<file path="src/sv/ssmoc_pkg.sv">
// Package for the scan sector minimum obstacle classifier.
// Holds widths, register indexes, action codes, reset values and the word types.
// No dependencies.
`timescale 1ns / 1ps

package ssmoc_pkg;

    localparam int RANGE_BITS        = 16;
    localparam int SECTOR_LENGTH_MAX = 1023;
    localparam int NUM_SECTORS       = 5;

    localparam int LEN_BITS  = $clog2(SECTOR_LENGTH_MAX + 1);
    localparam int IDX_BITS  = $clog2(NUM_SECTORS + 1);
    localparam int CFG_BITS  = (RANGE_BITS > LEN_BITS) ? RANGE_BITS : LEN_BITS;
    localparam int CFG_INDEX_BITS = 2;

    // Register indexes on the configuration port.
    localparam logic [CFG_INDEX_BITS-1:0] REG_CLIP_LIMIT    = 2'd0;
    localparam logic [CFG_INDEX_BITS-1:0] REG_OBSTACLE_THR  = 2'd1;
    localparam logic [CFG_INDEX_BITS-1:0] REG_SECTOR_LENGTH = 2'd2;

    // Steering action codes.
    localparam logic [1:0] ACT_GOAL = 2'd0;
    localparam logic [1:0] ACT_TURN = 2'd1;
    localparam logic [1:0] ACT_WALL = 2'd2;

    // Reset values: 30 m clip, 3 m threshold, 108 samples per sector.
    localparam logic [RANGE_BITS-1:0] CLIP_RESET   = RANGE_BITS'(7680);
    localparam logic [RANGE_BITS-1:0] THRESH_RESET = RANGE_BITS'(768);
    localparam logic [LEN_BITS-1:0]   LEN_RESET    = LEN_BITS'(108);

    typedef struct packed {
        logic [RANGE_BITS-1:0] range_sample;
        logic                  scan_end;
    } in_word_t;

    typedef struct packed {
        logic [RANGE_BITS-1:0] sector0_min;
        logic [RANGE_BITS-1:0] sector1_min;
        logic [RANGE_BITS-1:0] sector2_min;
        logic [RANGE_BITS-1:0] sector3_min;
        logic [RANGE_BITS-1:0] sector4_min;
        logic [1:0]            action;
        logic                  tie_hold;
    } out_word_t;

    typedef struct packed {
        logic [1:0] action;
        logic       tie_hold;
    } decision_t;

endpackage

</file>
<file path="src/sv/scan_sector_min_obstacle_classifier_core.sv">
// Top level of the scan sector minimum obstacle classifier.
// Depends on ssmoc_pkg and instantiates ssmoc_decide.
`timescale 1ns / 1ps

// Usage
// -----
// Range samples arrive one word per cycle on the in channel (valid/ready) unless
// stalled; each word carries a range in 1/256 m units and a scan_end flag on the
// last sample of a scan. Samples are split into five consecutive sectors of
// sector_length samples and each sector keeps its running minimum; samples past
// the fifth sector are dropped. On the scan_end word one result word leaves on
// the out channel with the five minima (each limited to clip_limit), the
// steering action and the tie_hold flag; all other words produce nothing.
//
// Timing: an accepted word is held in the input register and folded from there;
// the result of a scan_end word is loaded into the output register as that word
// leaves, and out_valid rises with it. One word per cycle is sustained while no
// scan_end word waits on a stalled receiver; a single fold-and-decide stage
// lies between the input register and the output register.
//
// A stalled receiver holds the result in the output register. Plain samples
// keep flowing into the sector minima meanwhile; only a scan_end word waits in
// the input register, with in_ready low, until the output register frees up.
//
// Reset clears the valid flags of both pipeline registers, restores the
// configuration registers to 30 m clip, 3 m threshold and 108 samples per
// sector, sets every sector minimum to the clip limit and the previous action
// to go-to-goal. The configuration port is a plain write strobe; writes to
// unknown indexes are ignored.

module scan_sector_min_obstacle_classifier_core
    import ssmoc_pkg::*;
(
    input  logic                      clk,
    input  logic                      rst_n,

    input  logic                      cfg_we,
    input  logic [CFG_INDEX_BITS-1:0] cfg_index,
    input  logic [CFG_BITS-1:0]       cfg_data,

    input  logic                      in_valid,
    output logic                      in_ready,
    input  in_word_t                  in_data,

    output logic                      out_valid,
    input  logic                      out_ready,
    output out_word_t                 out_data
);

    // Configuration registers.
    logic [RANGE_BITS-1:0] clip_limit_reg;
    logic [RANGE_BITS-1:0] threshold_reg;
    logic [LEN_BITS-1:0]   sector_length_reg;

    // Input register.
    logic     s1_valid_reg, s1_valid_next;
    in_word_t s1_data_reg;

    // Scan state.
    logic [RANGE_BITS-1:0] sector_min_reg  [NUM_SECTORS];
    logic [RANGE_BITS-1:0] sector_min_next [NUM_SECTORS];
    logic [LEN_BITS-1:0]   pos_reg, pos_next;
    logic [IDX_BITS-1:0]   idx_reg, idx_next;
    logic [1:0]            prev_action_reg, prev_action_next;

    // Output register.
    logic      out_valid_reg, out_valid_next;
    out_word_t out_data_reg, out_data_next;

    logic                  out_free;
    logic                  s1_go;
    logic                  load_result;
    logic                  in_accept;
    logic                  in_scan;
    logic [LEN_BITS-1:0]   eff_len;
    logic [LEN_BITS:0]     pos_inc;
    logic [RANGE_BITS-1:0] folded  [NUM_SECTORS];
    logic [RANGE_BITS-1:0] clamped [NUM_SECTORS];
    decision_t             decision;

    // The output register frees up in the same cycle its word is taken, so a
    // scan_end word can move on right behind a delivered result.
    assign out_free    = !out_valid_reg || out_ready;
    assign s1_go       = s1_valid_reg && (!s1_data_reg.scan_end || out_free);
    assign load_result = s1_go && s1_data_reg.scan_end;
    assign in_ready    = !s1_valid_reg || s1_go;
    assign in_accept   = in_valid && in_ready;

    assign s1_valid_next = in_accept ? 1'b1 : (s1_go ? 1'b0 : s1_valid_reg);

    // A programmed length of zero behaves as one sample per sector.
    assign eff_len = (sector_length_reg == '0) ? LEN_BITS'(1) : sector_length_reg;
    assign pos_inc = {1'b0, pos_reg} + (LEN_BITS + 1)'(1);
    assign in_scan = (idx_reg < IDX_BITS'(NUM_SECTORS));

    // Fold the current sample into the minimum of its sector, then limit every
    // minimum by the current clip value for the report.
    always_comb
    begin
        for (int i = 0; i < NUM_SECTORS; i++)
        begin
            if ((idx_reg == IDX_BITS'(i)) && (s1_data_reg.range_sample < sector_min_reg[i]))
            begin
                folded[i] = s1_data_reg.range_sample;
            end
            else
            begin
                folded[i] = sector_min_reg[i];
            end
            clamped[i] = (folded[i] > clip_limit_reg) ? clip_limit_reg : folded[i];
        end
    end

    ssmoc_decide u_decide (
        .left_min    (clamped[1]),
        .front_min   (clamped[2]),
        .right_min   (clamped[3]),
        .threshold   (threshold_reg),
        .prev_action (prev_action_reg),
        .decision    (decision)
    );

    always_comb
    begin
        sector_min_next  = sector_min_reg;
        pos_next         = pos_reg;
        idx_next         = idx_reg;
        prev_action_next = prev_action_reg;
        if (s1_go)
        begin
            if (load_result)
            begin
                // A new scan starts from the clip value in force right now.
                for (int i = 0; i < NUM_SECTORS; i++)
                begin
                    sector_min_next[i] = clip_limit_reg;
                end
                pos_next         = '0;
                idx_next         = '0;
                prev_action_next = decision.action;
            end
            else if (in_scan)
            begin
                sector_min_next = folded;
                if (pos_inc >= {1'b0, eff_len})
                begin
                    pos_next = '0;
                    idx_next = idx_reg + IDX_BITS'(1);
                end
                else
                begin
                    pos_next = pos_inc[LEN_BITS-1:0];
                end
            end
        end
    end

    always_comb
    begin
        out_data_next.sector0_min = clamped[0];
        out_data_next.sector1_min = clamped[1];
        out_data_next.sector2_min = clamped[2];
        out_data_next.sector3_min = clamped[3];
        out_data_next.sector4_min = clamped[4];
        out_data_next.action      = decision.action;
        out_data_next.tie_hold    = decision.tie_hold;
    end

    assign out_valid_next = load_result ? 1'b1 : (out_ready ? 1'b0 : out_valid_reg);

    // Control state and configuration.
    always_ff @(posedge clk or negedge rst_n)
    begin
        if (!rst_n)
        begin
            clip_limit_reg    <= CLIP_RESET;
            threshold_reg     <= THRESH_RESET;
            sector_length_reg <= LEN_RESET;
            s1_valid_reg      <= 1'b0;
            out_valid_reg     <= 1'b0;
            pos_reg           <= '0;
            idx_reg           <= '0;
            prev_action_reg   <= ACT_GOAL;
            for (int i = 0; i < NUM_SECTORS; i++)
            begin
                sector_min_reg[i] <= CLIP_RESET;
            end
        end
        else
        begin
            if (cfg_we)
            begin
                unique case (cfg_index)
                    REG_CLIP_LIMIT:    clip_limit_reg    <= cfg_data[RANGE_BITS-1:0];
                    REG_OBSTACLE_THR:  threshold_reg     <= cfg_data[RANGE_BITS-1:0];
                    REG_SECTOR_LENGTH: sector_length_reg <= cfg_data[LEN_BITS-1:0];
                    default:           ;
                endcase
            end
            s1_valid_reg    <= s1_valid_next;
            out_valid_reg   <= out_valid_next;
            pos_reg         <= pos_next;
            idx_reg         <= idx_next;
            prev_action_reg <= prev_action_next;
            sector_min_reg  <= sector_min_next;
        end
    end

    // Payload registers.
    always_ff @(posedge clk)
    begin
        if (in_accept)
        begin
            s1_data_reg <= in_data;
        end
        if (load_result)
        begin
            out_data_reg <= out_data_next;
        end
    end

    assign out_valid = out_valid_reg;
    assign out_data  = out_data_reg;

    // The sector index saturates once all five sectors are filled.
    a_idx_range: assert property (@(posedge clk) disable iff (!rst_n)
        idx_reg <= IDX_BITS'(NUM_SECTORS))
        else $error("sector index ran past the last sector");

    // A pending result always carries the action that was recorded as previous.
    a_prev_matches: assert property (@(posedge clk) disable iff (!rst_n)
        out_valid_reg |-> (prev_action_reg == out_data_reg.action))
        else $error("previous action differs from the pending result");

    // No action code outside the three defined ones is ever reported.
    a_action_code: assert property (@(posedge clk) disable iff (!rst_n)
        out_valid_reg |-> ((out_data_reg.action == ACT_GOAL)
                        || (out_data_reg.action == ACT_TURN)
                        || (out_data_reg.action == ACT_WALL)))
        else $error("undefined action code in result");

    // Emitting a result restarts the scan at the first sector.
    a_scan_restart: assert property (@(posedge clk) disable iff (!rst_n)
        load_result |=> ((idx_reg == '0) && (pos_reg == '0) && out_valid_reg))
        else $error("scan did not restart after a result");

endmodule

</file>
<file path="src/sv/ssmoc_decide.sv">
// Steering decision from the front-left, front and front-right sector minima.
// Depends on ssmoc_pkg for widths, action codes and the decision struct.
`timescale 1ns / 1ps

module ssmoc_decide
    import ssmoc_pkg::*;
(
    input  logic [RANGE_BITS-1:0] left_min,
    input  logic [RANGE_BITS-1:0] front_min,
    input  logic [RANGE_BITS-1:0] right_min,
    input  logic [RANGE_BITS-1:0] threshold,
    input  logic [1:0]            prev_action,
    output decision_t             decision
);

    logic tie;

    assign tie = (left_min == threshold) || (front_min == threshold)
              || (right_min == threshold);

    always_comb
    begin
        decision.tie_hold = tie;
        if (tie)
        begin
            // A sector sitting exactly on the threshold is ambiguous; keep course.
            decision.action = prev_action;
        end
        else if (front_min < threshold)
        begin
            decision.action = ACT_TURN;
        end
        else if ((left_min < threshold) && (right_min > threshold))
        begin
            decision.action = ACT_WALL;
        end
        else
        begin
            decision.action = ACT_GOAL;
        end
    end

endmodule
</file>
<file path="config.mk">
export PLATFORM = sky130hd
export DESIGN_NAME = scan_sector_min_obstacle_classifier_core
export DESIGN_NICKNAME = d
export VERILOG_FILES = /design/src/sv/ssmoc_pkg.sv /design/src/sv/scan_sector_min_obstacle_classifier_core.sv /design/src/sv/ssmoc_decide.sv
export SDC_FILE = /design/constraint.sdc
export NUM_CORES = 1
export LEC_CHECK = 0
export BUFFER_PORTS_ARGS = -buffer_cell sky130_fd_sc_hd__buf_2
export CAP_MARGIN = 10
export CORE_MARGIN = 10
export CORE_UTILIZATION = 34
export DETAILED_ROUTE_END_ITERATION = 10
export SYNTH_ARGS = -nofsm -noshare
export SYNTH_HDL_FRONTEND = slang
export SYNTH_SLANG_ARGS = --single-unit
</file>
<file path="constraint.sdc">
create_clock -name clk -period 8.9 [get_ports clk]
set_input_delay 0 -clock clk [delete_from_list [all_inputs] [get_ports clk]]
set_output_delay 0 -clock clk [all_outputs]
set_load 0.05 [all_outputs]
</file>
==> impl_summary.txt <==
----------------------------------------------------
[Place]
  Placed instance area ... 0.0173 sq mm
  Dpl hpwl ... 37.2 mm
  Number of port buffers ... 124
  Number of placed cells counting well taps ... 2157
  Gp weighted congestion ... 0.911

[Power and ir drop]
  Reported leakage power ... 8.43 nW
  Maximum resistive drop on vdd ... 0.000154 V
  Total power draw ... 6.96 mW
  Power density over cell area ... 374 mW/mm^2

[Timing]
  Setup Viol. Count Final ... 0
  Portion of the clock cycle consumed by the worst path in the final layout ... 0.829
  Number of max-slew violations in the final report ... 0
  Summed negative setup slack over all endpoints ... 0 ns
  Number of endpoints with negative hold slack in the final report ... 0
  Fin Clk Skew ... 0.0251 ns
  Slew headroom ... 0.182
  Minimum period implied by the final worst setup slack ... 7.38 ns
  Slew @ Worst Pin ... 1.23 ns
  Unrepaired setup endpoints after global routing ... no
  Highest achievable clock rate ... 136 MHz

[Clocking]
  Source-to-sink clock delay at the later pin of the worst-skew pair ... 0.57 ns
  Clock net sink count ... 239
  Number of buffers between clock root and the deepest sink ... 3
  Buffers inserted by post-CTS timing repair ... 0
  Buffer type at the clock tree root ... sky130_fd_sc_hd__clkbuf_16
  Clock-pin slew of the registers on the worst-case setup and hold paths ... 0.06 ns
  H-tree levels ... 1
  TritonCTS clock tree ... yes
  CTS buffer count ... 27

[Global route]
  GR Util met1 ... 0.230
  Top Usage Layer GRT ... met2
  All-Layer GR Usage ... 0.172
  Maximum number of pins on one net before global-route repair ... 78
  M2 GR Usage ... 0.279
  Wire length of the first global-routing pass ... 76.2 mm
  Initial antenna violation count ... 0
  Met3 demand-to-capacity share in global routing ... 0.0346
  Sum of overflow across all layers after global routing ... 0
  Via count of the first global-routing pass ... 12429

[Min path]
  Worst min-delay path class ... in2async

[Critical path]
  CP max FO ... 18
  Critical Path Sink Type ... register
  Required time reported for the critical path endpoint ... 9.21 ns
  Crit path kind ... reg2reg
  Critical path data arrival time ... 7.69 ns
  CP Launch Type ... register

[Synth]
  Summed instance area of the synthesized netlist ... 0.0161 sq mm
  Top cell type by total area after synthesis ... sky130_fd_sc_hd__edfxtp_1
  Number of nets produced by synthesis ... 1747
  Count of flip-flops with a built-in enable after synthesis ... 100
  Post-synthesis sequential area ratio ... 0.405
  Yosys Warn Count ... 0
  Top cell type's share of synthesized area ... 0.187
  Synthesized flop and latch total ... 239
  Dominant cells by area after synthesis ... sky130_fd_sc_hd__edfxtp_1 (19%), sky130_fd_sc_hd__ha_1 (17%), sky130_fd_sc_hd__dfrtp_1 (17%), sky130_fd_sc_hd__mux2_2 (11%), sky130_fd_sc_hd__dfstp_2 (4.9%)
  Unique masters post-synth ... 62
  Post-Syn Instances ... 1488
  Top_reg_cell synth ... sky130_fd_sc_hd__dfrtp_1
  Average size of a mapped cell ... 10.8 sq um
  FFs w/ async S/R, synth ... 0.582

[Cells and area]
  Antenna diodes ... 0
  Area growth syn-to-layout ... 15.6%
  Filler cell count ... 4540
  Fin cells ... 2249
  Fraction of layout cells with a size suffix above 1 ... 0.246
  Number of flip-flops in the largest register ... 83
  Post-layout net count ... 1881
  Post-route core utilization ... 0.399
  Final design instance area without fill ... 0.0186 sq mm

[Die]
  Starting utilization of the core area ... 0.345
  Die Span X ... 238 microns
  Die Ht ... 238 microns
  IO Pins ... 125
  Die Area ... 0.0564 sq mm
  Number of placement rows ... 79
  Placeable core region ... 0.0467 sq mm

[Detailed routing]
  Via count of the routed design ... 12261
  Iter 0 DRT Violations ... 993
  Via density per instance ... 5.45
  Initial DRT Pass Iterations ... 7
  Antenna viol nets, final ... 0
  DRC Markers ... 0
  Routed length per placed instance ... 22.1 microns
  Wire length after detailed routing ... 49.7 mm

[Status]
  Run status ... completed

[Job]
  Number of violations of the max-capacitance limit ... 0

----------------------------------------------------
-- power by group --
part           switching (mW)  leakage, nW  internal (mW)  total (mW)
Sequential              0.290         2.59           1.63        1.92
Clock                   0.481        0.459          0.683        1.16
Combinational            2.27         5.38           1.61        3.88
-- per-stage QoR --
stage          worst slack [ns]  hold WS [ns]
6_report                   1.52        0.0427
5_1_grt                    1.20        0.0792
4_1_cts                    1.63       0.00182
3_5_place_dp               1.68         0.116
3_3_place_gp               1.81        0.0992
2_1_floorplan              3.08        -0.296
-- placed cells by master, fill, tap and decap left out, types with 30 or more instances in the layout --
cell type / instances
sky130_fd_sc_hd__o21ai_0: 117
sky130_fd_sc_hd__a21oi_1: 64
sky130_fd_sc_hd__dfrtp_1: 109
sky130_fd_sc_hd__a21o_1: 32
sky130_fd_sc_hd__dfstp_2: 30
sky130_fd_sc_hd__nand3_1: 35
sky130_fd_sc_hd__nand4_1: 37
sky130_fd_sc_hd__dlygate4sd3_1: 43
sky130_fd_sc_hd__nand2_1: 96
sky130_fd_sc_hd__inv_1: 140
sky130_fd_sc_hd__a22oi_1: 32
sky130_fd_sc_hd__ha_1: 219
sky130_fd_sc_hd__edfxtp_1: 100
sky130_fd_sc_hd__mux2_2: 160
sky130_fd_sc_hd__mux2i_1: 41
sky130_fd_sc_hd__buf_2: 123
-- critical path: stages, from the launching register on --
cell and delay [ns]:
sky130_fd_sc_hd__edfxtp_1 0.66, sky130_fd_sc_hd__ha_1 0.43, sky130_fd_sc_hd__nand4_1 0.19, sky130_fd_sc_hd__nor2_1 0.31, sky130_fd_sc_hd__a2111o_1 0.19, sky130_fd_sc_hd__a311o_1 0.93, sky130_fd_sc_hd__mux2_2 0.45, sky130_fd_sc_hd__ha_1 0.30
sky130_fd_sc_hd__and3_1 0.22, sky130_fd_sc_hd__nand4_1 0.21, sky130_fd_sc_hd__o211ai_1 0.23, sky130_fd_sc_hd__o31a_1 0.79, sky130_fd_sc_hd__mux2_2 0.45, sky130_fd_sc_hd__ha_1 0.29, sky130_fd_sc_hd__nor2b_1 0.14, sky130_fd_sc_hd__o211ai_1 0.18
sky130_fd_sc_hd__a2111oi_0 0.14, sky130_fd_sc_hd__a2111oi_0 0.38, sky130_fd_sc_hd__o21ai_0 0.14, sky130_fd_sc_hd__and4b_1 0.23, sky130_fd_sc_hd__mux2_2 0.26
-- area by class of cell --
type                       count  area [sq um]  area share
sequential                   239          6520       0.350
inverter                     141           532      0.0286
timing repair buffer         183          1180      0.0633
tap                          607           759      0.0408
clock inverter                12           116     0.00626
clock buffer                  37           798      0.0429
multi-input combinational   1030          8700       0.468
-- synthesized netlist by cell type (3+ instances only) --
cell                        instances
sky130_fd_sc_hd__inv_1            141
sky130_fd_sc_hd__edfxtp_1         100
sky130_fd_sc_hd__dfstp_2           30
sky130_fd_sc_hd__mux2i_1           41
sky130_fd_sc_hd__nand2b_1           6
sky130_fd_sc_hd__o31a_1             4
sky130_fd_sc_hd__buf_4              5
sky130_fd_sc_hd__a221oi_1           4
sky130_fd_sc_hd__mux2_4            17
sky130_fd_sc_hd__a211oi_1          12
sky130_fd_sc_hd__mux2_1             7
sky130_fd_sc_hd__a21oi_1           64
sky130_fd_sc_hd__a221o_1           16
sky130_fd_sc_hd__nand4_1           37
sky130_fd_sc_hd__ha_1             219
sky130_fd_sc_hd__mux2_2           160
sky130_fd_sc_hd__nor2_1            23
sky130_fd_sc_hd__clkbuf_1          56
sky130_fd_sc_hd__o211ai_1          15
sky130_fd_sc_hd__o21ai_0          117
sky130_fd_sc_hd__a22oi_1           32
sky130_fd_sc_hd__nand2_1           96
sky130_fd_sc_hd__o21a_1             4
sky130_fd_sc_hd__xor2_1             7
sky130_fd_sc_hd__nor4_1             5
sky130_fd_sc_hd__and3_1            10
sky130_fd_sc_hd__dfrtp_1          109
sky130_fd_sc_hd__nor3_1             7
sky130_fd_sc_hd__a21o_1            32
sky130_fd_sc_hd__a211o_1            6
sky130_fd_sc_hd__a2111oi_0          3
sky130_fd_sc_hd__o31ai_1            4
sky130_fd_sc_hd__nand3b_1           3
sky130_fd_sc_hd__nor2b_1           11
sky130_fd_sc_hd__nand3_1           35
sky130_fd_sc_hd__buf_2             13
-- metal layers --
metal,part of all wire,vias to the layer above
li1,-,5756
met1,0.45,6048
met2,0.46,382
met3,0.063,75
met4,0.027,0
met5,0,-
-- repair_timing --
item                                   in CTS  in global routing
resized for setup                           0                  0
endpoints found under the hold margin     137                  0
hold buffers                               43                  0
-- kinds of logic after synthesis --
kind of cell / after synthesis / synth area share
AOI/OAI and AO/OA: 330 / 0.131
xor gates and xnor gates: 8 / 0.00436
adders and majority gates: 219 / 0.170
buffers and inverters: 219 / 0.0542
DFF: 239 / 0.405
muxes: 225 / 0.158
and+or+nand+nor: 248 / 0.0765
-- path summary, 6_finish.rpt --
kind	slack [ns]	startpoint	cells after the start	to
max reg2reg	1.52	s1_data_reg[16]	20	out_data[2]
min reg2reg	0.50	sector_min_reg[27]	2	sector_min_reg[27]
min	0.04	rst_n	2	sector_length_reg[7]
max	1.52	s1_data_reg[16]	20	out_data[2]
max in group asynchronous	7.50	rst_n	3	sector_min_reg[56]
min in group clk	0.04	cfg_index[0]	4	clip_limit_reg[7]
Power figures use the tool's default switching activity.
